<file path="config.mk">
export PLATFORM = sky130hd
export DESIGN_NAME = siab_coord
export DESIGN_NICKNAME = d
export VERILOG_FILES = /design/src/rtl/siab_pkg.sv /design/src/rtl/siab_coord.sv
export SDC_FILE = /design/constraint.sdc
export NUM_CORES = 2
export LEC_CHECK = 0
export BUFFER_PORTS_ARGS = -buffer_cell sky130_fd_sc_hd__buf_2
export CORE_MARGIN = 2
export CORE_UTILIZATION = 55
export CTS_CLUSTER_SIZE = 14
export DETAILED_ROUTE_END_ITERATION = 6
export PLACE_DENSITY = 0.7
export SYNTH_ARGS = -nofsm -noshare
export SYNTH_HDL_FRONTEND = slang
export SYNTH_SLANG_ARGS = --single-unit
</file>
<file path="constraint.sdc">
create_clock -name clk_i -period 26.3 [get_ports clk_i]
set_clock_uncertainty 0.2 [all_clocks]
set_input_delay 6.575 -clock clk_i [delete_from_list [all_inputs] [get_ports clk_i]]
set_output_delay 6.575 -clock clk_i [all_outputs]
set_load 0.03 [all_outputs]
</file>
<file path="src/rtl/siab_pkg.sv">
// ----------------------------------------------------------------------------
// siab_pkg: shared types and constants of the scaled icon alpha blitter
// Item structs, configuration register codes, geometry bundle and helpers.
// ----------------------------------------------------------------------------
package siab_pkg;

  // Defaults of the top-level parameters.
  localparam int unsigned MAX_ICON_SIDE_DEF = 64;
  localparam int unsigned SLOT_SIZE_DEF     = 16;

  // Texel store address width (4096 entries).
  localparam int unsigned STORE_AW = 12;

  // Signed 14.16 framebuffer position width and integer bound width.
  localparam int unsigned XW = 30;
  localparam int unsigned BW = XW - 16;

  // Configuration port widths.
  localparam int unsigned CFG_IW = 3;
  localparam int unsigned CFG_DW = 13;

  // Opcodes.
  localparam logic OP_LOAD  = 1'b0;
  localparam logic OP_BLEND = 1'b1;

  // Alpha constants.
  localparam logic [7:0]  ALPHA_DIM   = 8'd144;
  localparam logic [7:0]  ALPHA_FULL  = 8'd255;
  localparam logic [7:0]  ALPHA_NONE  = 8'd0;
  localparam logic [16:0] ROUND_HALF  = 17'd127;

  typedef enum logic [CFG_IW-1:0] {
    CFG_ICON_WIDTH  = 3'd0,
    CFG_ICON_HEIGHT = 3'd1,
    CFG_SLOT_LEFT   = 3'd2,
    CFG_SLOT_TOP    = 3'd3,
    CFG_CLIP_LEFT   = 3'd4,
    CFG_CLIP_TOP    = 3'd5,
    CFG_CLIP_RIGHT  = 3'd6,
    CFG_CLIP_BOTTOM = 3'd7
  } cfg_reg_e;

  typedef struct packed {
    logic        opcode;
    logic [11:0] texel_index;
    logic [31:0] texel_rgba;
    logic [11:0] pixel_x;
    logic [11:0] pixel_y;
    logic [31:0] dest_rgba;
    logic        dimmed;
  } in_item_t;

  typedef struct packed {
    logic [31:0] out_rgba;
    logic        write_pixel;
  } out_item_t;

  // Placement of the icon.
  typedef struct packed {
    logic                 empty;
    logic signed [XW-1:0] draw_x;
    logic signed [XW-1:0] draw_y;
    logic signed [BW-1:0] x_lo;
    logic signed [BW-1:0] x_hi;
    logic signed [BW-1:0] y_lo;
    logic signed [BW-1:0] y_hi;
  } geom_t;

  // Exact floor(x / 255) for the value range used here (below 65280).
  function automatic logic [7:0] div255(input logic [16:0] x);
    logic [16:0] t;
    t = x + (x >> 8) + 17'd1;
    return t[15:8];
  endfunction

endpackage

</file>
<file path="src/rtl/siab_coord.sv">
// ----------------------------------------------------------------------------
// siab_coord: coverage test and source texel coordinates
// Pipeline: input register, offset and coverage, scale by icon side, then one
// restoring division stage per quotient bit.
// ----------------------------------------------------------------------------
module siab_coord #(
  parameter int unsigned MAX_ICON_SIDE = siab_pkg::MAX_ICON_SIDE_DEF,
  parameter int unsigned SLOT_SIZE     = siab_pkg::SLOT_SIZE_DEF,
  localparam int unsigned SW = $clog2(MAX_ICON_SIDE + 1),
  localparam int unsigned FW = $clog2(SLOT_SIZE + 1) + 16
) (
  input  logic               clk_i,
  input  logic               rst_ni,
  input  logic               in_valid_i,
  output logic               in_ready_o,
  input  siab_pkg::in_item_t in_item_i,
  input  siab_pkg::geom_t    geom_i,
  input  logic [SW-1:0]      width_i,
  input  logic [SW-1:0]      height_i,
  input  logic [FW-1:0]      draw_w_i,
  input  logic [FW-1:0]      draw_h_i,
  output logic               out_valid_o,
  input  logic               out_ready_i,
  output siab_pkg::in_item_t out_item_o,
  output logic               out_cover_o,
  output logic [SW-1:0]      out_sx_o,
  output logic [SW-1:0]      out_sy_o
);

  localparam int unsigned XW  = siab_pkg::XW;
  localparam int unsigned BW  = siab_pkg::BW;
  localparam int unsigned NWP = FW + SW;
  localparam int unsigned NS  = 3 + SW;

  logic               v_q   [NS];
  logic               rdy   [NS];
  siab_pkg::in_item_t item_q[NS];
  logic               cov_q [1:NS-1];
  logic               negx_q[1:NS-1];
  logic               negy_q[1:NS-1];

  // Stage advance: a stage takes new data when empty or when it moves on.
  always_comb begin
    rdy[NS-1] = !v_q[NS-1] || out_ready_i;
    for (int k = NS - 2; k >= 0; k--) begin
      rdy[k] = !v_q[k] || rdy[k+1];
    end
  end
  assign in_ready_o = rdy[0];

  always_ff @(posedge clk_i or negedge rst_ni) begin
    if (!rst_ni) begin
      for (int k = 0; k < NS; k++) begin
        v_q[k] <= 1'b0;
      end
    end else begin
      if (rdy[0]) begin
        v_q[0] <= in_valid_i;
      end
      for (int k = 1; k < NS; k++) begin
        if (rdy[k]) begin
          v_q[k] <= v_q[k-1];
        end
      end
    end
  end

  // Offset from the fitted origin and coverage of the clipped rectangle.
  logic signed [XW-1:0] offx, offy;
  logic signed [BW-1:0] pxs, pys;
  logic                 cov_d;
  assign pxs  = $signed({2'b00, item_q[0].pixel_x});
  assign pys  = $signed({2'b00, item_q[0].pixel_y});
  assign offx = $signed({2'b00, item_q[0].pixel_x, 16'h0000}) - geom_i.draw_x;
  assign offy = $signed({2'b00, item_q[0].pixel_y, 16'h0000}) - geom_i.draw_y;
  assign cov_d = (item_q[0].opcode == siab_pkg::OP_BLEND) && !geom_i.empty &&
                 (pxs >= geom_i.x_lo) && (pxs < geom_i.x_hi) &&
                 (pys >= geom_i.y_lo) && (pys < geom_i.y_hi);

  logic [FW-1:0]  offx_q, offy_q;
  logic [NWP-1:0] nx_q, ny_q;
  logic [NWP-1:0] rx_q[SW], ry_q[SW], rx_d[SW], ry_d[SW];
  logic [SW-1:0]  qx_q[SW], qy_q[SW], qx_d[SW], qy_d[SW];

  // Division stages, most significant quotient bit first.
  always_comb begin
    logic [NWP-1:0] r_x, r_y, dsx, dsy;
    logic [SW-1:0]  q_x, q_y;
    for (int k = 0; k < SW; k++) begin
      r_x = (k == 0) ? nx_q : rx_q[(k == 0) ? 0 : k - 1];
      r_y = (k == 0) ? ny_q : ry_q[(k == 0) ? 0 : k - 1];
      q_x = (k == 0) ? '0 : qx_q[(k == 0) ? 0 : k - 1];
      q_y = (k == 0) ? '0 : qy_q[(k == 0) ? 0 : k - 1];
      dsx = NWP'(draw_w_i) << (SW - 1 - k);
      dsy = NWP'(draw_h_i) << (SW - 1 - k);
      rx_d[k] = (r_x >= dsx) ? (r_x - dsx) : r_x;
      ry_d[k] = (r_y >= dsy) ? (r_y - dsy) : r_y;
      qx_d[k] = q_x | (SW'(r_x >= dsx) << (SW - 1 - k));
      qy_d[k] = q_y | (SW'(r_y >= dsy) << (SW - 1 - k));
    end
  end

  // Payload registers.
  always_ff @(posedge clk_i) begin
    if (rdy[0]) begin
      item_q[0] <= in_item_i;
    end
    if (rdy[1]) begin
      item_q[1] <= item_q[0];
      cov_q[1]  <= cov_d;
      negx_q[1] <= offx[XW-1];
      negy_q[1] <= offy[XW-1];
      offx_q    <= offx[FW-1:0];
      offy_q    <= offy[FW-1:0];
    end
    for (int k = 2; k < NS; k++) begin
      if (rdy[k]) begin
        item_q[k] <= item_q[k-1];
        cov_q[k]  <= cov_q[k-1];
        negx_q[k] <= negx_q[k-1];
        negy_q[k] <= negy_q[k-1];
      end
    end
    if (rdy[2]) begin
      nx_q <= NWP'(offx_q) * NWP'(width_i);
      ny_q <= NWP'(offy_q) * NWP'(height_i);
    end
    for (int k = 0; k < SW; k++) begin
      if (rdy[3+k]) begin
        rx_q[k] <= rx_d[k];
        ry_q[k] <= ry_d[k];
        qx_q[k] <= qx_d[k];
        qy_q[k] <= qy_d[k];
      end
    end
  end

  assign out_valid_o = v_q[NS-1];
  assign out_item_o  = item_q[NS-1];
  assign out_cover_o = cov_q[NS-1];
  assign out_sx_o    = negx_q[NS-1] ? '0 : qx_q[SW-1];
  assign out_sy_o    = negy_q[NS-1] ? '0 : qy_q[SW-1];

endmodule

</file>
[Yosys cells after proc, flatten, opt, wreduce, memory -nomap -nowiden]
Memories as Yosys holds them, arrays and structs flattened.
Cells that the tools add are included.
Storage, ports and cells
  memories kept: 8
  word-level logic and storage cells: 132
  memory bits (writable): 1537
  flip-flop bits (word level): 108
Operators by class
  bitwise gates (word level): 12
  reductions and logical operators: 26
  magnitude comparators: 18
  $mul: 2
  muxes and demuxes: 36
  $add $sub $neg: 16
Memories
  item_q: depth 10, bits a word 102, rd ports 10, clocked after Yosys merged registers in 0, write ports 10, line siab_coord.sv:37  | siab_pkg::in_item_t item_q[NS];
  rx_q: depth 7, bits a word 28, rd ports 6, clocked after Yosys merged registers in 0, write ports 7, line siab_coord.sv:82  | logic [NWP-1:0] rx_q[SW], ry_q[SW], rx_d[SW], ry_d[SW];
  ry_q: depth 7, bits a word 28, rd ports 6, clocked after Yosys merged registers in 0, write ports 7, line siab_coord.sv:82
  qx_q: depth 7, bits a word 7, rd ports 7, clocked after Yosys merged registers in 0, write ports 7, line siab_coord.sv:83  | logic [SW-1:0] qx_q[SW], qy_q[SW], qx_d[SW], qy_d[SW];
  qy_q: depth 7, bits a word 7, rd ports 7, clocked after Yosys merged registers in 0, write ports 7, line siab_coord.sv:83
  cov_q: depth 9, bits a word 1, rd ports 9, clocked after Yosys merged registers in 0, write ports 9, line siab_coord.sv:38  | logic cov_q [1:NS-1];
  2 more memories
Operators by type and width (count)
  two-way mux 28 bit: 14
  subtractor 29 x 30 -> 30 bit: 2
  >= comparator 28 x 21 -> 1 bit: 2
  >= comparator 28 x 22 -> 1 bit: 2
  >= comparator 28 x 23 -> 1 bit: 2
  >= comparator 28 x 24 -> 1 bit: 2
  >= comparator 28 x 25 -> 1 bit: 2
  >= comparator 28 x 26 -> 1 bit: 2
  >= comparator 28 x 27 -> 1 bit: 2
  multiplier 21 x 7 -> 28 bit: 2
  subtractor 28 x 21 -> 28 bit: 2
  subtractor 28 x 22 -> 28 bit: 2
  subtractor 28 x 23 -> 28 bit: 2
  subtractor 28 x 24 -> 28 bit: 2
  subtractor 28 x 25 -> 28 bit: 2
  subtractor 28 x 26 -> 28 bit: 2
  subtractor 28 x 27 -> 28 bit: 2
  >= comparator 13 x 14 -> 1 bit: 2
  < comparator 13 x 14 -> 1 bit: 2
  two-way mux 1 bit: 20
  two-way mux 7 bit: 2
  OR 7 x 1 -> 7 bit: 2
  OR 7 x 2 -> 7 bit: 2
  OR 7 x 3 -> 7 bit: 2
  other kinds (6): 32

[Longest topological paths before layout]
  depth after elaboration: 13
  gate-level depth with buffers: 20
  mapped depth without buffers: 19

[Worst setup path after synthesis]
No wires, ideal clock.
  path kind: input to output
  from: input port out_ready_i
  to: output port in_ready_o
  data required time: 19525 ps
  data arrival time: 15846 ps
  slack: 3679 ps
  stages: 6
  path buffers: 0
  cell sequence: nor2b_1 and2_1 and3_1 nand4_1 nor2_1 nand3_1
RTL lines
  start, declared: line siab_coord.sv:23  | input logic out_ready_i,
  end, declared: line siab_coord.sv:15  | output logic in_ready_o,

==> key figures <==
GRT
  • Pin count of the biggest net entering global routing: 97
  • Vias in the first global route: about 43,000
  • First-pass GRT wire length: roughly 230,000 um
  • Remaining global-route overflow: 0
  • Total track usage: between 20% and 30%
  • Initial antenna violation count: 27

Placement
  • Detail Placement HPWL: a little over 100,000 um
  • # port buffers: 397
  • Gpl congestion: about 0.9
  • Cell total after placement: between 7,000 and 8,000

Synthesis
  • Top cell type's share of synthesized area: between 60% and 70%
  • Syn avg cell area: about 14 um^2
  • Post-synth cell types: just over 80
  • FFs w/ async S/R, synth: less than 1%
  • Seq/Total Area, Yosys: between 60% and 70%
  • Synth Net Count: roughly 6,300
  • Post-synth EDFFs: approximately 1,500
  • Synth warn: 0
  • Yosys reg bits: 1,547
  • Post-synth top area cell: edfxtp_1
  • Area contributors post-synth: edfxtp_1, ha_1, fa_1
  • Post-Syn Area: approximately 0.075 mm^2
  • Prevailing post-synth register cell: edfxtp_1
  • Cells after synthesis: around 5,400

Clocking
  • CTS HTree Levels: 4
  • TritonCTS Sinks: between 1,500 and 2,000
  • Post-CTS setup buffers: 0
  • Resized cells post-CTS: 0
  • Worst-skew pair later-pin latency: around 0.80 ns
  • CTS tree: done
  • Maximum clock path buffer count: 3
  • CTS clk-pin slew, worst paths: ~0.060 ns
  • CTS buffer count: roughly 160
  • Root buffer cell: clkbuf_16
  • Hold-fix buffers at CTS: 0

Worst setup path
  • Critical Path RT: ~20 ns
  • Crit path launch type: primary input
  • Slowest cell on crit path: and3_1
  • Critical path, cell by cell: buf_2, nor2b_1, and2_1, and3_1, nand4_1, nor2_1, nand3_4, buf_2
  • CP Capture Type: primary output
  • Crit path kind: primary input to primary output
  • Critical Path Max Stage Delay: between 0.5 and 0.6 ns
  • Top cell by count, worst path: buf_2
  • Arrival @ worst endpoint: around 9.0 ns
  • Crit-path max FO: 5

Pwr
  • Pleak: 33.9 nW
  • Worst VDD drop: ~0.074 mV
  • Pwr dens: between 100 and 150 mW/mm^2

Routing
  • Initial DRC count: approximately 2,800
  • Routed vias: between 40,000 and 50,000
  • Routed length per instance: around 19 um
  • Vias/cell: between 5 and 6
  • DRC errors left: 0
  • Detailed Routing Iterations Pass 1: 6
  • Routed Antenna Nets: 0
  • Post-Route WL: 146,000 um

STA
  • Crit path time final: approximately 16 ns
  • FMAX: roughly 63 MHz
  • Final setup violation count: 0
  • Fraction of the cycle the final worst path needs: 60.1%
  • RSZ-0062 raised after global routing: false
  • Relative slew slack: a little over 30%
  • Final Hold Fails: 0
  • Setup TNS: 0 ns
  • Tightest Pin Transition: between 1 and 1.5 ns
  • Final max-slew violation count: 0

Min path
  • Hold WC Path Type: register to register

Cells and area
  • Final-stage net count: between 6,000 and 7,000
  • Non-Filler Instances: around 7,800
  • P&R area growth vs syn: 12.4%
  • Layout cells sized above 1: 12.2%
  • # fillers: roughly 10,000

Outcome
  • Status: complete, no violations

Die
  • CORE AREA: ~0.14 mm^2
  • Initial Util: 55.3%
  • Die H: roughly 370 um
  • Die X: 373 um
  • I/O Pins: around 400
  • Die area: about 0.14 mm^2
  • Row count: between 100 and 150

Run
  • Max-Cap Viols: 0
## critical path, delay by kind of cell
kind                   cells  cell delay, ns
and+or+nand+nor            6            2.15
buffers and inverters      2            0.30
## metal layers
layer / GRT usage, % / share of wire, % / up-vias
met2: 34.0 / 47 / 1158
met3: 4.16 / 5.7 / 267
met1: 29.3 / 45 / 20600
li1: - / - / 20900
met4: 6.97 / 2.7 / 16
met5: 0 / 0.066 / -
## final timing paths
check                                  from         end  slack (ns)  cells past startpoint
min in group asynchronous            rst_ni      v_q[1]        5.43                      1
worst min-delay path             qy_q[3][6]  qy_q[4][6]        0.18                      0
worst min register to register   qy_q[3][6]  qy_q[4][6]        0.18                      0
worst max register to register    offy_q[9]    ny_q[26]       20.71                     17
worst max-delay path            out_ready_i  in_ready_o       10.49                      8
max in group asynchronous            rst_ni      v_q[9]       20.25                      1
## registers in the layout (all words and copies together), names as in the netlist
register     count
item_q        1020
rx_q           168
ry_q           168
nx_q            28
ny_q            28
qx_q            28
qy_q            28
offx_q          21
offy_q          21
cov_q            9
negx_q           9
negy_q           9
v_q              9
out_valid_o      1
## cell families (layout without fill, tap and decap cells)
group	after synthesis	in the layout	synth area share (%)
flops	1547	1547	62.1
simple gates	1251	1251	8.45
compound gates	1038	1038	8.71
fa+ha+maj	658	658	13.0
buf+inv	498	1119	2.53
xor+xnor	311	311	3.65
mux	97	97	1.53
other cells	0	13	0
## cells in the mapped netlist (10+ instances only)
| cell type | count |
|---|---|
| dfrtp_1 | 10 |
| nand2_1 | 343 |
| nand3b_1 | 12 |
| a21oi_1 | 320 |
| nor2b_1 | 75 |
| o21a_1 | 53 |
| or3_1 | 22 |
| and3_1 | 30 |
| a21o_1 | 131 |
| nand4_1 | 37 |
| o21ai_0 | 190 |
| o31ai_1 | 22 |
| nand3_1 | 58 |
| a2111oi_0 | 14 |
| o21ai_1 | 69 |
| inv_1 | 408 |
| a41oi_1 | 11 |
| clkbuf_1 | 78 |
| a31oi_1 | 33 |
| xnor2_1 | 177 |
| a211oi_1 | 33 |
| nor4_1 | 35 |
| a21boi_0 | 11 |
| and2_1 | 222 |
| or4_1 | 14 |
| nor2_1 | 248 |
| mux2_1 | 38 |
| nor3_1 | 57 |
| nand2b_1 | 55 |
| o21bai_1 | 24 |
| mux2_4 | 17 |
| o211ai_1 | 18 |
| xor2_1 | 134 |
| a31o_2 | 11 |
| edfxtp_1 | 1537 |
| ha_1 | 458 |
| o31a_1 | 18 |
| mux2_2 | 30 |
| fa_1 | 200 |
| mux2i_1 | 12 |
| a211o_1 | 12 |
## layout by cell type (no fill, tap or decap), drive strengths merged, types with 177 or more instances in the layout
master     n
a21oi    320
and2     222
buf      428
clkbuf   187
edfxtp  1537
fa       200
ha       458
inv      418
nand2    344
nor2     248
o21ai    259
xnor2    177
## power breakdown
| group | switching (mW) | leakage [nW] | internal (mW) |
|---|---|---|---|
| combinational | 2.06 | 15.6 | 1.55 |
| sequential | 0.315 | 15.9 | 3.83 |
| clock | 0.940 | 2.41 | 1.21 |
## per-stage QoR
stage	util, %	worst slack [ns]	area (um^2)	hold slack [ns]	power (mW)
after floorplan	-	3.68	74700	0.200	6.97
after global placement	58.4	10.56	78900	0.200	7.67
after detailed placement	58.4	10.55	78900	0.205	7.76
after CTS	62.1	10.48	84000	0.177	9.95
after global routing	62.2	10.36	84000	0.179	10.6
final	62.2	10.49	84000	0.180	9.89
## final cells by class
class	count	area [um^2]	share of cell area, %
well taps	1781	2230	2.65
repair buffers	428	2220	2.64
diodes	13	32.5	0.0387
clock buffers	187	4050	4.82
multi-input cells	3355	26500	31.6
inverters	410	1560	1.86
clock inverters	94	993	1.18
flip-flops and latches	1547	46400	55.2
(Power assumes the default switching activity.)
