`config.mk`:
```
export PLATFORM = sky130hd
export DESIGN_NAME = siab_geom
export DESIGN_NICKNAME = d
export VERILOG_FILES = /design/src/rtl/siab_pkg.sv /design/src/rtl/siab_geom.sv
export SDC_FILE = /design/constraint.sdc
export NUM_CORES = 1
export LEC_CHECK = 0
export BUFFER_PORTS_ARGS = -buffer_cell sky130_fd_sc_hd__buf_2
export CAP_MARGIN = 10
export CORE_ASPECT_RATIO = 0.5
export CORE_MARGIN = 1
export CORE_UTILIZATION = 45
export DETAILED_ROUTE_END_ITERATION = 7
export PLACE_DENSITY = 0.74
export SKIP_LAST_GASP = 1
export SYNTH_ARGS = -nofsm -noshare
export SYNTH_HDL_FRONTEND = slang
export SYNTH_SLANG_ARGS = --single-unit
export TNS_END_PERCENT = 5
```
`constraint.sdc`:
```
create_clock -name clk_i -period 5.54 [get_ports clk_i]
set_input_delay 1.662 -clock clk_i [delete_from_list [all_inputs] [get_ports clk_i]]
set_output_delay 1.662 -clock clk_i [all_outputs]
set_load 0.02 [all_outputs]
```
`src/rtl/siab_pkg.sv`:
```
// ----------------------------------------------------------------------------
// siab_pkg: shared types and constants of the scaled icon alpha blitter
// Item structs, configuration register codes, geometry bundle and helpers.
// ----------------------------------------------------------------------------
package siab_pkg;

  // Defaults of the top-level parameters.
  localparam int unsigned MAX_ICON_SIDE_DEF = 64;
  localparam int unsigned SLOT_SIZE_DEF     = 16;

  // Texel store address width (4096 entries).
  localparam int unsigned STORE_AW = 12;

  // Signed 14.16 framebuffer position width and integer bound width.
  localparam int unsigned XW = 30;
  localparam int unsigned BW = XW - 16;

  // Configuration port widths.
  localparam int unsigned CFG_IW = 3;
  localparam int unsigned CFG_DW = 13;

  // Opcodes.
  localparam logic OP_LOAD  = 1'b0;
  localparam logic OP_BLEND = 1'b1;

  // Alpha constants.
  localparam logic [7:0]  ALPHA_DIM   = 8'd144;
  localparam logic [7:0]  ALPHA_FULL  = 8'd255;
  localparam logic [7:0]  ALPHA_NONE  = 8'd0;
  localparam logic [16:0] ROUND_HALF  = 17'd127;

  typedef enum logic [CFG_IW-1:0] {
    CFG_ICON_WIDTH  = 3'd0,
    CFG_ICON_HEIGHT = 3'd1,
    CFG_SLOT_LEFT   = 3'd2,
    CFG_SLOT_TOP    = 3'd3,
    CFG_CLIP_LEFT   = 3'd4,
    CFG_CLIP_TOP    = 3'd5,
    CFG_CLIP_RIGHT  = 3'd6,
    CFG_CLIP_BOTTOM = 3'd7
  } cfg_reg_e;

  typedef struct packed {
    logic        opcode;
    logic [11:0] texel_index;
    logic [31:0] texel_rgba;
    logic [11:0] pixel_x;
    logic [11:0] pixel_y;
    logic [31:0] dest_rgba;
    logic        dimmed;
  } in_item_t;

  typedef struct packed {
    logic [31:0] out_rgba;
    logic        write_pixel;
  } out_item_t;

  // Placement of the icon.
  typedef struct packed {
    logic                 empty;
    logic signed [XW-1:0] draw_x;
    logic signed [XW-1:0] draw_y;
    logic signed [BW-1:0] x_lo;
    logic signed [BW-1:0] x_hi;
    logic signed [BW-1:0] y_lo;
    logic signed [BW-1:0] y_hi;
  } geom_t;

  // Exact floor(x / 255) for the value range used here (below 65280).
  function automatic logic [7:0] div255(input logic [16:0] x);
    logic [16:0] t;
    t = x + (x >> 8) + 17'd1;
    return t[15:8];
  endfunction

endpackage

```
`src/rtl/siab_geom.sv`:
```
// ----------------------------------------------------------------------------
// siab_geom: configuration registers and icon placement
// Holds the registers and derives the fitted size, origin and clipped bounds
// with a bit-serial divider that runs after reset and after each write.
// ----------------------------------------------------------------------------
module siab_geom #(
  parameter int unsigned MAX_ICON_SIDE = siab_pkg::MAX_ICON_SIDE_DEF,
  parameter int unsigned SLOT_SIZE     = siab_pkg::SLOT_SIZE_DEF,
  localparam int unsigned SW = $clog2(MAX_ICON_SIDE + 1),
  localparam int unsigned FW = $clog2(SLOT_SIZE + 1) + 16
) (
  input  logic                         clk_i,
  input  logic                         rst_ni,
  input  logic                         cfg_valid_i,
  input  logic [siab_pkg::CFG_IW-1:0]  cfg_index_i,
  input  logic [siab_pkg::CFG_DW-1:0]  cfg_data_i,
  output logic                         busy_o,
  output siab_pkg::geom_t              geom_o,
  output logic [SW-1:0]                width_o,
  output logic [SW-1:0]                height_o,
  output logic [FW-1:0]                draw_w_o,
  output logic [FW-1:0]                draw_h_o
);

  localparam int unsigned XW       = siab_pkg::XW;
  localparam int unsigned BW       = siab_pkg::BW;
  localparam int unsigned NW       = SW + FW;
  localparam int unsigned CNT_LOAD = NW + 5;
  localparam int unsigned CNTW     = $clog2(CNT_LOAD + 1);
  localparam logic [FW-1:0] SLOT_FX = FW'(SLOT_SIZE * 65536);
  localparam logic [8:0]    MAX9    = 9'(MAX_ICON_SIDE);

  logic [6:0]         icon_w_q, icon_h_q;
  logic signed [11:0] slot_left_q, slot_top_q;
  logic [11:0]        clip_left_q, clip_top_q;
  logic [12:0]        clip_right_q, clip_bottom_q;

  // Register writes.
  always_ff @(posedge clk_i or negedge rst_ni) begin
    if (!rst_ni) begin
      icon_w_q      <= 7'd16;
      icon_h_q      <= 7'd16;
      slot_left_q   <= '0;
      slot_top_q    <= '0;
      clip_left_q   <= '0;
      clip_top_q    <= '0;
      clip_right_q  <= 13'd4096;
      clip_bottom_q <= 13'd4096;
    end else if (cfg_valid_i) begin
      case (siab_pkg::cfg_reg_e'(cfg_index_i))
        siab_pkg::CFG_ICON_WIDTH:  icon_w_q      <= cfg_data_i[6:0];
        siab_pkg::CFG_ICON_HEIGHT: icon_h_q      <= cfg_data_i[6:0];
        siab_pkg::CFG_SLOT_LEFT:   slot_left_q   <= $signed(cfg_data_i[11:0]);
        siab_pkg::CFG_SLOT_TOP:    slot_top_q    <= $signed(cfg_data_i[11:0]);
        siab_pkg::CFG_CLIP_LEFT:   clip_left_q   <= cfg_data_i[11:0];
        siab_pkg::CFG_CLIP_TOP:    clip_top_q    <= cfg_data_i[11:0];
        siab_pkg::CFG_CLIP_RIGHT:  clip_right_q  <= cfg_data_i;
        siab_pkg::CFG_CLIP_BOTTOM: clip_bottom_q <= cfg_data_i;
        default: ;
      endcase
    end
  end

  // Effective sides saturate at the largest icon side.
  logic [8:0]    w9, h9;
  logic [SW-1:0] w_eff, h_eff, side_max, side_min;
  assign w9       = {2'b00, icon_w_q};
  assign h9       = {2'b00, icon_h_q};
  assign w_eff    = (w9 > MAX9) ? SW'(MAX9) : SW'(w9);
  assign h_eff    = (h9 > MAX9) ? SW'(MAX9) : SW'(h9);
  assign side_max = (w_eff > h_eff) ? w_eff : h_eff;
  assign side_min = (w_eff > h_eff) ? h_eff : w_eff;

  // Sequencer: load, one quotient bit per cycle, then settle the derived values.
  logic [CNTW-1:0] cnt_q;
  always_ff @(posedge clk_i or negedge rst_ni) begin
    if (!rst_ni) begin
      cnt_q <= CNTW'(CNT_LOAD);
    end else if (cfg_valid_i) begin
      cnt_q <= CNTW'(CNT_LOAD);
    end else if (cnt_q != '0) begin
      cnt_q <= cnt_q - CNTW'(1);
    end
  end
  assign busy_o = (cnt_q != '0);

  // Restoring divider for the short side: side_min * slot / side_max.
  logic [NW-1:0] nd_q, quo_q, nd_load;
  logic [SW:0]   rem_q, rem_sh;
  logic          rem_ge;
  assign nd_load = (NW'(side_min) * NW'(SLOT_SIZE)) << 16;
  assign rem_sh  = {rem_q[SW-1:0], nd_q[NW-1]};
  assign rem_ge  = (rem_sh >= {1'b0, side_max});

  always_ff @(posedge clk_i) begin
    if (cnt_q == CNTW'(CNT_LOAD)) begin
      nd_q  <= nd_load;
      rem_q <= '0;
      quo_q <= '0;
    end else if (cnt_q > CNTW'(4)) begin
      nd_q  <= nd_q << 1;
      rem_q <= rem_ge ? (rem_sh - {1'b0, side_max}) : rem_sh;
      quo_q <= {quo_q[NW-2:0], rem_ge};
    end
  end

  // Fitted size, origin and clipped bounds, refreshed every cycle.
  logic [FW-1:0]         dw_q, dh_q;
  logic signed [XW-1:0]  dx_q, dy_q, ex_sum, ey_sum;
  siab_pkg::geom_t       geom_q;
  logic signed [BW-1:0]  fx0, fy0, fx1, fy1, cl, ct, cr, cb;

  assign ex_sum = dx_q + $signed(XW'(dw_q));
  assign ey_sum = dy_q + $signed(XW'(dh_q));
  assign fx0    = dx_q[XW-1:16];
  assign fy0    = dy_q[XW-1:16];
  assign fx1    = ex_sum[XW-1:16];
  assign fy1    = ey_sum[XW-1:16];
  assign cl     = $signed({2'b00, clip_left_q});
  assign ct     = $signed({2'b00, clip_top_q});
  assign cr     = $signed({1'b0, clip_right_q});
  assign cb     = $signed({1'b0, clip_bottom_q});

  always_ff @(posedge clk_i) begin
    dw_q <= (w_eff == side_max) ? SLOT_FX : quo_q[FW-1:0];
    dh_q <= (h_eff == side_max) ? SLOT_FX : quo_q[FW-1:0];
    dx_q <= (XW'(slot_left_q) <<< 16) + $signed(XW'((SLOT_FX - dw_q) >> 1));
    dy_q <= (XW'(slot_top_q) <<< 16) + $signed(XW'((SLOT_FX - dh_q) >> 1));
    geom_q.empty  <= (w_eff == '0) || (h_eff == '0);
    geom_q.draw_x <= dx_q;
    geom_q.draw_y <= dy_q;
    geom_q.x_lo   <= (fx0 < cl) ? cl : fx0;
    geom_q.y_lo   <= (fy0 < ct) ? ct : fy0;
    geom_q.x_hi   <= (fx1 > cr) ? cr : fx1;
    geom_q.y_hi   <= (fy1 > cb) ? cb : fy1;
  end

  assign geom_o   = geom_q;
  assign width_o  = w_eff;
  assign height_o = h_eff;
  assign draw_w_o = dw_q;
  assign draw_h_o = dh_q;

endmodule

```
# Word level (Yosys, flattened, before mapping)

Cells that the tools add are included.

Bits of input ports: 19
Register bits after elaboration: 349
Logic and storage cells: 83

Reductions and logical operators: 15
$add $sub $neg: 8
$lt $le $gt $ge: 9
Mux-type cells: 13
Equal/unequal tests: 10

Operators by type and width:

| operator                 | count |
|---|---|
| $add A28 B30 Y30         | 2 |
| $add A30 B22 Y30         | 2 |
| $mux W27                 | 2 |
| $sub A21 B21 Y22 const A | 2 |
| $mux W7                  | 5 |
| $gt A14 B14 Y1           | 2 |
| $lt A14 B13 Y1           | 2 |
| $mux W13                 | 2 |
| $mux W12                 | 2 |
| $reduce_and A2 Y1        | 8 |
| $eq A7 B7 Y1             | 2 |
| $gt A7 B7 Y1 const B     | 2 |
| $logic_not A7 Y1         | 2 |
| $eq A3 B3 Y1 const B     | 4 |
| $mux W6                  | 2 |
| $ge A8 B7 Y1             | 1 |
| $gt A7 B7 Y1             | 1 |
| $sub A7 B7 Y7            | 1 |
| $eq A3 B2 Y1 const B     | 2 |
| $eq A6 B6 Y1 const B     | 1 |
| $gt A6 B3 Y1 const B     | 1 |
| $reduce_bool A6 Y1       | 1 |
| $sub A6 B1 Y6 const B    | 1 |
| $reduce_bool A2 Y1       | 2 |
| other kinds (3)          | 3 |

# Longest topological paths before layout

Gate-level depths: netlist of run 1.

Depth in word-level cells: 6
Mapped depth: 26

# Least setup slack after synthesis of run 1

Ideal clock, no wire load.

Path type: register to register
Start point: register icon_h_q[6]
End point: register rem_q[4]
Path slack: 0.200 ns
Data arrival time: 5.194 ns
Setup time: 0.145 ns
Stages on the path, launching flop included: 26
Path through: dfrtp_1 -> clkbuf_1 -> nor2b_1 -> inv_1 -> ha_1 -> nor2b_1 -> o21ai_0 -> nand2b_1 -> a221oi_1 -> a41o_1 -> buf_2 -> buf_2 -> nand2_1 -> o21ai_0 -> ha_1 -> inv_1 -> fa_1 -> a21o_1 -> a21oi_1 -> o21bai_1 -> a21oi_1 -> o21ai_0 -> a211o_1 -> clkbuf_1 -> o21ai_0 -> a21oi_1

Cells in the longest elaborated chain, start to end: 6
Elaborated cells on any way between the ends: 7
Classes of those cells: add/sub: 1; order compare: 3; mux: 3

Ends and longest elaborated chain:

| element                                       | RTL line                          | text |
|---|---|---|
| start: declaration                            | siab_geom.sv:33                   | `logic [6:0] icon_w_q, icon_h_q;` |
| start signal: assignment                      | siab_geom.sv:52                   | `siab_pkg::CFG_ICON_HEIGHT: icon_h_q <= cfg_data_i[6:0];` |
| $gt A7 B7 Y1 (*)                              | siab_geom.sv:70                   | `assign h_eff = (h9 > MAX9) ? SW'(MAX9) : SW'(h9);` |
| $mux W7 (*)                                   | siab_geom.sv:70                   |  |
| via height_o[1]                               | siab_geom.sv:20                   | `output logic [SW-1:0] height_o,` |
| $gt A7 B7 Y1                                  | siab_geom.sv:71                   | `assign side_max = (w_eff > h_eff) ? w_eff : h_eff;` |
| $mux W7 (*)                                   | siab_geom.sv:71                   |  |
| $sub A7 B7 Y7 or $ge A8 B7 Y1 (tied branches) | siab_geom.sv:102, siab_geom.sv:93 |  |
| $mux W7 (*)                                   | siab_geom.sv:102                  | `rem_q <= rem_ge ? (rem_sh - {1'b0, side_max}) : rem_sh;` |
| end signal: assignment                        | siab_geom.sv:102                  |  |
| end: declaration                              | siab_geom.sv:89                   | `logic [SW:0] rem_q, rem_sh;` |

Mark *: on every way through the listed nets, which the timed path passes. The rest lies on a longest branch.
A chain may end at the register's enable or synchronous reset.

# Final worst setup path of run 1

Start point: register icon_w_q[6]
End point: register rem_q[4]

Cells in the longest elaborated chain, start to end: 6
Elaborated cells on any way between the ends: 7
Classes of those cells: add/sub: 1; order compare: 3; mux: 3

Ends and longest elaborated chain:

| element                                       | RTL line                          | text |
|---|---|---|
| start: declaration                            | siab_geom.sv:33                   |  |
| start signal: assignment                      | siab_geom.sv:51                   | `siab_pkg::CFG_ICON_WIDTH: icon_w_q <= cfg_data_i[6:0];` |
| $gt A7 B7 Y1                                  | siab_geom.sv:69                   | `assign w_eff = (w9 > MAX9) ? SW'(MAX9) : SW'(w9);` |
| $mux W7 (*)                                   | siab_geom.sv:69                   |  |
| $gt A7 B7 Y1                                  | siab_geom.sv:71                   |  |
| $mux W7 (*)                                   | siab_geom.sv:71                   |  |
| $sub A7 B7 Y7 or $ge A8 B7 Y1 (tied branches) | siab_geom.sv:102, siab_geom.sv:93 |  |
| $mux W7 (*)                                   | siab_geom.sv:102                  |  |

Every way passes the cells marked *; elsewhere a longest branch is shown, timed or not.

==> results.sh, run 1 <==
export IMPL_drt_iter0_markers=591
export IMPL_yosysSeqAreaShare_pct=49.16
export IMPL_hold_end="geom_o[62]"
export IMPL_rows=47
export IMPL_yosysWarnings=0
export IMPL_synth_top_cell_area_share_pct=32.39
export IMPL_outcome="completed"
export IMPL_worstMarginPinSlew_ns=1.087
export IMPL_synthDistinctLibCells=76
export IMPL_post_cts_buffers=0
export IMPL_hold_depth=0
export IMPL_crit_chain="nand2b_1 > inv_1 > ha_1 > and4_1 > a221oi_1 > buf_4 > a41o_1 > nand2_1 > o21ai_0 > ha_1 > inv_1 > fa_1 > a21o_1 > a21oi_1 > o21bai_1 > a21oi_1 > o21ai_0 > a211o_1 > o21ai_0 > a21oi_1"
export IMPL_clk_latency_ns=0.57
export IMPL_clockPowerShare_pct=17.6
export IMPL_powerDensity_nw_per_um2=694.0
export IMPL_vdd_drop_max_v=0.0002846
export IMPL_drive_above_1_share_pct=24.54
export IMPL_ys_ff_latch=349
export IMPL_async_flop_share_pct=26.93
export IMPL_die_area_um2=34850
export IMPL_grt_start_max_net_pins=72
export IMPL_multi_input_area_um2=7326
export IMPL_skew_ns=0.01273
export IMPL_portBuffers=192
export IMPL_p_leak_nw=8.365
export IMPL_instances_no_fill=2083
export IMPL_worstPathMaxFanout=16
export IMPL_grt_pass1_wl_um=55730
export IMPL_synth_area_um2=15330
export IMPL_vias=10760
export IMPL_antenna_found_initial=0
export IMPL_finalSetupViolations=0
export IMPL_post_cts_resized=0
export IMPL_seq_area_um2=7535
export IMPL_cts_path_max_buffers=3
export IMPL_seqPwrFrac_pct=34.5
export IMPL_synth_cells=1415
export IMPL_p_int_w=0.007400
export IMPL_drt_antenna_violating_nets=0
export IMPL_grt_total_usage_pct=19.93
export IMPL_placedCellCount=2025
export IMPL_hold_violations=0
export IMPL_hpwl_um=26100
export IMPL_start_kind="flip-flop"
export IMPL_design_area_um2=17800
export IMPL_syn2layout_area_growth_pct=16.16
export IMPL_cap_violations=0
export IMPL_ys_top_cells_by_area="dfxtp_1 (32%), dfrtp_1 (14%), ha_1 (11%), mux2_2 (7.7%), xnor2_1 (3.9%)"
export IMPL_tns_ns=0
export IMPL_cts_root_buf="clkbuf_16"
export IMPL_reg2reg_to="rem_q[4]"
export IMPL_clk_pin_slew_ns=0.07
export IMPL_pwr_share_comb_pct=47.9
export IMPL_core_um2=33280
export IMPL_worstHoldPathType="flip-flop to flip-flop"
export IMPL_setup_worst_path_class="flip-flop to flip-flop"
export IMPL_die_h_um=132.5
export IMPL_synth_top_area_cell="dfxtp_1"
export IMPL_num_antenna_cells=0
export IMPL_wirelength_um=35270
export IMPL_maxSlewViolCount=0
export IMPL_numClockSinks=349
export IMPL_finalCritPeriodShare_pct=88.53
export IMPL_crit_slowest_cell="dfrtp_1"
export IMPL_max_slew_margin_pct=27.41
export IMPL_max_freq_mhz=203.9
export IMPL_post_route_min_period_ns=4.905
export IMPL_power_switching_w=0.004957
export IMPL_start_util_pct=46.05
export IMPL_postPlaceCellArea_um2=16770
export IMPL_reg2reg_from="icon_w_q[6]"
export IMPL_drc_errors=0
export IMPL_cp_required_ns=5.97
export IMPL_p_sw_share_pct=40.11
export IMPL_cp_slowest_stage_delay_ns=0.68
export IMPL_fin_util_pct=53.49
export IMPL_grt_pass1_vias=10360
export IMPL_holdBufCountCts=0
export IMPL_end_kind="flip-flop"
export IMPL_vias_per_cell=5.164
export IMPL_hp_start="dy_q[6]"
export IMPL_synth_avg_cell_area_um2=10.83
export IMPL_synth_top_flop_cell="dfxtp_1"
export IMPL_routedWlPerCell_um=16.93
export IMPL_rsz0062_at_grt="no"
export IMPL_numCtsBuffers=31
export IMPL_dr_pass1_iters=4
export IMPL_overflow=0
export IMPL_io_pins=193
export IMPL_worst_ep_arrival_time_ns=5.33
export IMPL_die_w_um=263
export IMPL_htreeDepth=1
export IMPL_reg2reg_slack_ns=0.64
export IMPL_r2r_cells=20
export IMPL_synth_edf_count=7
export IMPL_fin_nets=1770
export IMPL_fill_cells=2879
export IMPL_cts_tree="done"
export IMPL_gp_congestion=0.8618
-- cell usage in the layout, fill, tap and decap left out, types with 5 or more instances in the layout --
cell and count:
a21o_1 29, a21oi_1 83, a31oi_1 5, and2_1 41
buf_2 191, buf_4 14, clkbuf_1 8, clkbuf_16 32
clkinv_2 6, dfrtp_1 88, dfstp_2 6, dfxtp_1 248
edfxtp_1 7, ha_1 131, inv_1 82, mux2_2 105
mux2_4 18, mux2i_1 12, nand2_1 112, nand2b_1 10
nand3_1 17, nand4_1 14, nor2_1 61, nor2b_1 17
nor3_1 27, nor4_1 10, o21ai_0 59, o21bai_1 11
xnor2_1 68, xor2_1 29
-- critical path: cells and delay by family (launching register included) --
kind	cells	cell delay, ns
flops	1	0.68
fa+ha+maj	3	0.89
simple gates	3	0.56
compound gates	11	2.25
buf+inv	3	0.36
-- how the worst max path moves through the flow --
stage	endpoint	depth (start not counted)	startpoint
floorplan	rem_q[4]	25	icon_h_q[6]
global placement	rem_q[4]	21	icon_w_q[6]
detailed placement	rem_q[6]	20	icon_w_q[6]
CTS	rem_q[4]	20	icon_w_q[6]
global route	rem_q[0]	22	icon_h_q[6]
finish	rem_q[4]	20	icon_w_q[6]
-- stage by stage --
step                worst slack, ns  power [W]  hold WS, ns
floorplan                    0.2002   0.008592       0.3309
detailed placement           0.6674    0.01020       0.3441
CTS                          0.6416    0.01242       0.3575
global placement             0.7444    0.01007       0.3403
finish                       0.6354    0.01236       0.3535
global route                0.03497    0.01325       0.3641
-- cell type report --
type                    count  area share, %
well taps                 441          3.099
clock buffers              44          4.975
multi-input cells         948          41.15
flip-flops and latches    349          42.32
clock inverters            14         0.7730
inverters                  82          1.729
repair buffers            205          5.959
-- sequential cells by signal, indices dropped and copies added, names as in the netlist, 7 cells and up --
name	flops
rem_q	7
geom_o	117
quo_q	21
clip_left_q	12
icon_h_q	7
draw_h_o	21
nd_q	8
clip_bottom_q	13
clip_right_q	13
draw_w_o	21
slot_left_q	12
dx_q	30
slot_top_q	12
icon_w_q	7
clip_top_q	12
dy_q	30
-- cell usage after synthesis, types with 3 or more instances --
cell,n
mux2i_1,12
nand4b_1,3
fa_1,3
dfstp_2,6
a211o_1,3
xnor2_1,68
nand3_1,17
ha_1,131
nand2b_1,10
mux2_4,18
clkbuf_1,28
nor3_1,27
or4_1,3
nor2_1,61
o2111ai_1,3
nor4_1,11
nand4_1,14
nand2_1,112
a2111oi_0,4
mux2_2,105
a31oi_1,5
o21ai_0,59
buf_2,3
a21o_1,29
a211oi_1,4
edfxtp_1,7
xor2_1,29
a41oi_1,3
nand3b_1,4
dfrtp_1,88
and3_1,4
and2_1,41
nor2b_1,20
dfxtp_1,248
a21oi_1,83
inv_1,82
buf_6,3
nor3b_1,5
o21bai_1,11
-- power groups by stage --
| stage | Clock [W] | Sequential [W] | Combinational, W |
|---|---|---|---|
| finish | 0.00218 | 0.00426 | 0.00592 |
| global placement | 0 | 0.00430 | 0.00577 |
| detailed placement | 0 | 0.00431 | 0.00589 |
| floorplan | 0 | 0.00467 | 0.00392 |
| global route | 0.00232 | 0.00435 | 0.00657 |
| CTS | 0.00222 | 0.00426 | 0.00594 |
-- logic make-up after synthesis --
logic type / after synthesis / share of synthesized area [%]
fa+ha+maj: 134 / 11.09
buf+inv: 119 / 3.192
other cells: 1 / 0.02447
flops: 349 / 49.16
compound gates: 232 / 9.298
xor+xnor: 97 / 5.543
simple gates: 348 / 11.44
mux: 135 / 10.26
-- metal layers --
layer	track usage, %	share of wire [%]	vias to the layer above
li1	-	-	5316
met1	27.15	47	5182
met2	33.01	47	199
met3	3.462	4.4	60
met4	4.743	2.3	0
met5	0	0	-
(Power assumes the default switching activity.)
==> inputs of run 2 (changes only) <==
--- a/config.mk
+++ b/config.mk
@@ -9,9 +9,9 @@
 export CAP_MARGIN = 10
 export CORE_ASPECT_RATIO = 0.5
 export CORE_MARGIN = 1
-export CORE_UTILIZATION = 45
+export CORE_UTILIZATION = 58
 export DETAILED_ROUTE_END_ITERATION = 7
-export PLACE_DENSITY = 0.74
+export PLACE_DENSITY = 0.89
 export SKIP_LAST_GASP = 1
 export SYNTH_ARGS = -nofsm -noshare
 export SYNTH_HDL_FRONTEND = slang
==> results.sh, run 2 (same netlist as run 1, synthesis figures left out) <==
export IMPL_grt_start_max_net_pins=71
export IMPL_seqPwrFrac_pct=34.0
export IMPL_cts_root_buf="clkbuf_16"
export IMPL_wirelength_um=35940
export IMPL_dr_pass1_iters=5
export IMPL_final_common_cell="dfxtp_1"
export IMPL_maxSlewViolCount=0
export IMPL_num_antenna_cells=0
export IMPL_worstHoldPathType="flip-flop to flip-flop"
export IMPL_top_usage_layer="met2"
export IMPL_power_switching_w=0.005123
export IMPL_drive_above_1_share_pct=24.85
export IMPL_cts_tree="done"
export IMPL_vdd_drop_max_v=0.0003559
export IMPL_cp_required_ns=5.98
export IMPL_drt_antenna_violating_nets=0
export IMPL_finalCritPeriodShare_pct=88.36
export IMPL_max_slew_margin_pct=16.54
export IMPL_vias=11050
export IMPL_cts_path_max_buffers=3
export IMPL_grt_util_met3_pct=4.700
export IMPL_die_area_um2=27120
export IMPL_hold_depth=0
export IMPL_p_int_w=0.007423
export IMPL_p_leak_nw=8.404
export IMPL_portBuffers=192
export IMPL_drt_iter0_markers=744
export IMPL_gp_congestion=0.9273
export IMPL_outcome="completed"
export IMPL_start_kind="flip-flop"
export IMPL_die_h_um=117.0
export IMPL_finalSetupViolations=0
export IMPL_worstPathMaxFanout=20
export IMPL_start_util_pct=60.00
export IMPL_worst_ep_arrival_time_ns=5.33
export IMPL_clk_pin_slew_ns=0.07
export IMPL_holdBufCountCts=0
export IMPL_core_um2=25550
export IMPL_dpl_worst_slack_ns=0.6491
export IMPL_design_area_um2=17730
export IMPL_worstMarginPinSlew_ns=1.241
export IMPL_max_freq_mhz=204.3
export IMPL_hold_violations=0
export IMPL_hold_slack_ns=0.3539
export IMPL_fin_nets=1771
export IMPL_powerDensity_nw_per_um2=707.7
export IMPL_antenna_found_initial=1
export IMPL_pwr_share_comb_pct=48.6
export IMPL_final_cell_mix="dfxtp_1 (248), buf_2 (191), ha_1 (131), nand2_1 (112), mux2_2 (105)"
export IMPL_die_w_um=231.9
export IMPL_worst_slack_ns=0.6450
export IMPL_grt_total_usage_pct=26.23
export IMPL_clk_latency_ns=0.57
export IMPL_syn2layout_area_growth_pct=15.66
export IMPL_hpwl_um=25710
export IMPL_numCtsBuffers=30
export IMPL_drc_errors=0
export IMPL_largest_register_ffs=117
export IMPL_placedCellCount=1929
export IMPL_grt_pass1_wl_um=56430
export IMPL_clockPowerShare_pct=17.4
export IMPL_post_cts_resized=0
export IMPL_io_pins=193
export IMPL_use_met2_pct=44.96
export IMPL_p_sw_share_pct=40.83
export IMPL_tns_ns=0
export IMPL_post_route_min_period_ns=4.895
export IMPL_vias_per_cell=5.565
export IMPL_r2r_cells=19
export IMPL_htreeDepth=1
export IMPL_overflow=0
export IMPL_setup_worst_path_class="flip-flop to flip-flop"
export IMPL_fill_cells=1798
export IMPL_rows=41
export IMPL_post_cts_buffers=0
export IMPL_instances_no_fill=1986
export IMPL_end_kind="flip-flop"
export IMPL_postPlaceCellArea_um2=16660
export IMPL_grt_pass1_vias=10930
export IMPL_numClockSinks=349
export IMPL_rsz0062_at_grt="no"
export IMPL_routedWlPerCell_um=18.09
export IMPL_cap_violations=0
export IMPL_use_met1_pct=33.69
export IMPL_skew_ns=0.01586
[run 2: cell count changes in the layout (fill, tap and decap cells not counted), sizes merged]
cell / delta
clkbuf: -6
clkinvlp: -1
inv: +1
clkinv: +4
buf: +2
[run 2: critical path, stage by stage, from the launching register on]
cell and delay (ns):
dfrtp_1 0.55, nor2b_1 0.44, ha_1 0.32, nor2b_1 0.13, o21ai_0 0.14, nand2b_1 0.09
a221oi_1 0.28, buf_4 0.20, a41o_1 0.12, buf_4 0.25, mux2i_1 0.16, fa_1 0.47
a21o_1 0.19, a21oi_1 0.21, o21bai_1 0.09, a21oi_1 0.20, o21ai_0 0.14, a211o_1 0.47
o21ai_0 0.23, a21oi_1 0.09
[run 2: layout make-up]
cell class,count,area [um2],share of cell area (%)
timing repair buffer,207,1096,6.183
tap,344,430.4,2.428
inverter,82,307.8,1.736
clock inverter,18,167.7,0.9458
clock buffer,38,872.1,4.920
multi-input combinational,948,7318,41.28
sequential,349,7535,42.50
[run 2: routing by layer]
metal / share of wire, % / vias up
met5: 0 / -
met4: 3.0 / 0
met3: 5.1 / 101
met2: 48 / 311
met1: 44 / 5318
li1: - / 5323
[run 2: metrics by stage]
step	total power, W	utilization (%)
after floorplan	0.008592	-
final	0.01255	69.39
after detailed placement	0.01025	65.21
after global routing	0.01339	69.39
after CTS	0.01253	69.28
after global placement	0.009972	65.21
[run 2: worst paths after layout]
kind / startpoint / slack, ns / to
worst max-delay path: icon_w_q[6] / 0.64 / rem_q[4]
min in group asynchronous: rst_ni / 1.23 / clip_top_q[6]
max in group asynchronous: rst_ni / 3.39 / icon_w_q[4]
worst min-delay path: dx_q[0] / 0.35 / geom_o[86]
worst max register to register: icon_w_q[6] / 0.64 / rem_q[4]
worst min register to register: dx_q[0] / 0.35 / geom_o[86]
[run 2: power by group through the flow]
stage / Combinational, W / Clock [W] / Sequential [W]
after floorplan: 0.00392 / 0 / 0.00467
after global placement: 0.00571 / 0 / 0.00427
after detailed placement: 0.00597 / 0 / 0.00429
after CTS: 0.00607 / 0.00220 / 0.00425
after global routing: 0.00671 / 0.00231 / 0.00437
final: 0.00610 / 0.00218 / 0.00427
==> inputs of run 3 (changes only) <==
--- a/config.mk
+++ b/config.mk
@@ -5,13 +5,13 @@
 export SDC_FILE = /design/constraint.sdc
 export NUM_CORES = 1
 export LEC_CHECK = 0
-export BUFFER_PORTS_ARGS = -buffer_cell sky130_fd_sc_hd__buf_2
 export CAP_MARGIN = 10
 export CORE_ASPECT_RATIO = 0.5
 export CORE_MARGIN = 1
-export CORE_UTILIZATION = 58
+export CORE_UTILIZATION = 60
 export DETAILED_ROUTE_END_ITERATION = 7
-export PLACE_DENSITY = 0.89
+export DONT_BUFFER_PORTS = 1
+export PLACE_DENSITY = 0.85
 export SKIP_LAST_GASP = 1
 export SYNTH_ARGS = -nofsm -noshare
 export SYNTH_HDL_FRONTEND = slang
==> results.sh, run 3 (same netlist as run 1, synthesis figures left out) <==
export IMPL_outcome="completed"
export IMPL_rows=40
export IMPL_start_util_pct=62.50
export IMPL_worstHoldPathType="flip-flop to flip-flop"
export IMPL_cap_violations=0
export IMPL_antenna_found_initial=0
export IMPL_numClockSinks=349
export IMPL_worstMarginPinSlew_ns=1.157
export IMPL_drt_iter0_markers=745
export IMPL_p_leak_nw=7.602
export IMPL_drive_above_1_share_pct=14.84
export IMPL_worst_ep_arrival_time_ns=5.56
export IMPL_numCtsBuffers=30
export IMPL_grt_pass1_wl_um=55480
export IMPL_dr_pass1_iters=5
export IMPL_skew_ns=0.01559
export IMPL_r2r_cells=21
export IMPL_vdd_drop_max_v=0.0003184
export IMPL_die_area_um2=26230
export IMPL_design_area_um2=16830
export IMPL_grt_total_usage_pct=26.59
export IMPL_reg2reg_slack_ns=0.42
export IMPL_core_um2=24520
export IMPL_post_cts_buffers=0
export IMPL_drc_errors=0
export IMPL_routedWlPerCell_um=19.53
export IMPL_powerDensity_nw_per_um2=723.3
export IMPL_maxSlewViolCount=0
export IMPL_setup_worst_path_class="flip-flop to flip-flop"
export IMPL_tns_ns=0
export IMPL_final_cell_mix="dfxtp_1 (248), ha_1 (131), nand2_1 (112), mux2_2 (105), dfrtp_1 (88)"
export IMPL_cts_tree="done"
export IMPL_reg2reg_from="icon_h_q[6]"
export IMPL_cts_path_max_buffers=3
export IMPL_die_h_um=115.0
export IMPL_io_pins=193
export IMPL_final_common_cell="dfxtp_1"
export IMPL_rsz0062_at_grt="no"
export IMPL_holdBufCountCts=0
export IMPL_hold_end="geom_o[87]"
export IMPL_gp_congestion=0.8930
export IMPL_cts_root_buf="clkbuf_16"
export IMPL_hp_start="dx_q[1]"
export IMPL_reg2reg_to="rem_q[4]"
export IMPL_largest_register_ffs=117
export IMPL_drt_antenna_violating_nets=0
export IMPL_num_antenna_cells=0
export IMPL_end_kind="flip-flop"
export IMPL_hpwl_um=25300
export IMPL_portBuffers=0
export IMPL_cp_required_ns=5.98
export IMPL_vias_per_cell=5.827
export IMPL_hold_violations=0
export IMPL_worstPathMaxFanout=14
export IMPL_post_cts_resized=0
export IMPL_finalCritPeriodShare_pct=92.40
export IMPL_hold_depth=0
export IMPL_clk_pin_slew_ns=0.07
export IMPL_fin_nets=1585
export IMPL_htreeDepth=1
export IMPL_clk_latency_ns=0.57
export IMPL_vias=10440
export IMPL_syn2layout_area_growth_pct=9.812
export IMPL_max_slew_margin_pct=22.68
export IMPL_post_route_min_period_ns=5.119
export IMPL_die_w_um=228.0
export IMPL_overflow=0
export IMPL_start_kind="flip-flop"
export IMPL_grt_pass1_vias=10560
export IMPL_wirelength_um=35000
export IMPL_fin_util_pct=68.63
export IMPL_postPlaceCellArea_um2=15730
export IMPL_grt_start_max_net_pins=95
export IMPL_max_freq_mhz=195.3
export IMPL_finalSetupViolations=0
-- run 3: cell type report --
cell class	instances	area (um2)
clock buffers	47	969.7
clock inverters	9	102.6
fillers	1738	7692
inverters	82	307.8
multi-input cells	948	7318
flip-flops and latches	349	7535
well taps	336	420.4
repair buffers	21	177.7
-- run 3: worst max-delay path by stage --
| stage | cells past startpoint | startpoint | to | slack [ns] |
|---|---|---|---|---|
| floorplan | 25 | icon_h_q[6] | rem_q[4] | 0.20 |
| finish | 21 | icon_h_q[6] | rem_q[4] | 0.42 |
| detailed placement | 21 | icon_h_q[6] | rem_q[4] | 0.45 |
| global placement | 17 | draw_w_o[1] | geom_o[30] | 0.73 |
| global route | 21 | icon_h_q[6] | rem_q[2] | 0.07 |
| CTS | 21 | icon_h_q[6] | rem_q[4] | 0.41 |
-- run 3: per-layer routing --
layer | global-route usage (%) | wire [um] | part of all wire (%)
met4 | 8.098 | 899 | 2.6
met1 | 33.79 | 15420 | 44
met2 | 46.10 | 16830 | 48
met5 | 0 | 0 | 0
met3 | 5.680 | 1854 | 5.3
-- run 3: worst max-delay path, stage by stage, from the launching register on --
cell and delay, ns:
dfrtp_1 0.69, inv_1 0.23, nand2_1 0.21, ha_1 0.27
a21o_1 0.19, a21o_1 0.18, a221oi_1 0.37, a41o_1 0.18
buf_4 0.20, nand2_1 0.06, o21ai_0 0.08, ha_1 0.17
inv_1 0.05, fa_1 0.40, a21o_1 0.19, a21oi_1 0.22
o21bai_1 0.09, a21oi_1 0.23, o21ai_0 0.14, a211o_1 0.48
o21ai_0 0.26, a21oi_1 0.10
-- run 3: through the flow --
stage,setup slack (ns),hold slack (ns),std cells,power [W]
floorplan,0.2002,0.3309,1416,0.008592
global placement,0.7317,0.3365,1735,0.009545
detailed placement,0.4484,0.3409,1735,0.009861
CTS,0.4133,0.3553,1791,0.01216
global route,0.07459,0.3626,1792,0.01294
finish,0.4209,0.3543,1792,0.01217
-- run 3: where the power goes --
part	total, W	switching, W	leakage, nW	internal [W]
Clock	0.00224	0.000937	0.535	0.00130
Combinational	0.00498	0.00264	3.79	0.00234
Sequential	0.00496	0.00138	3.28	0.00358
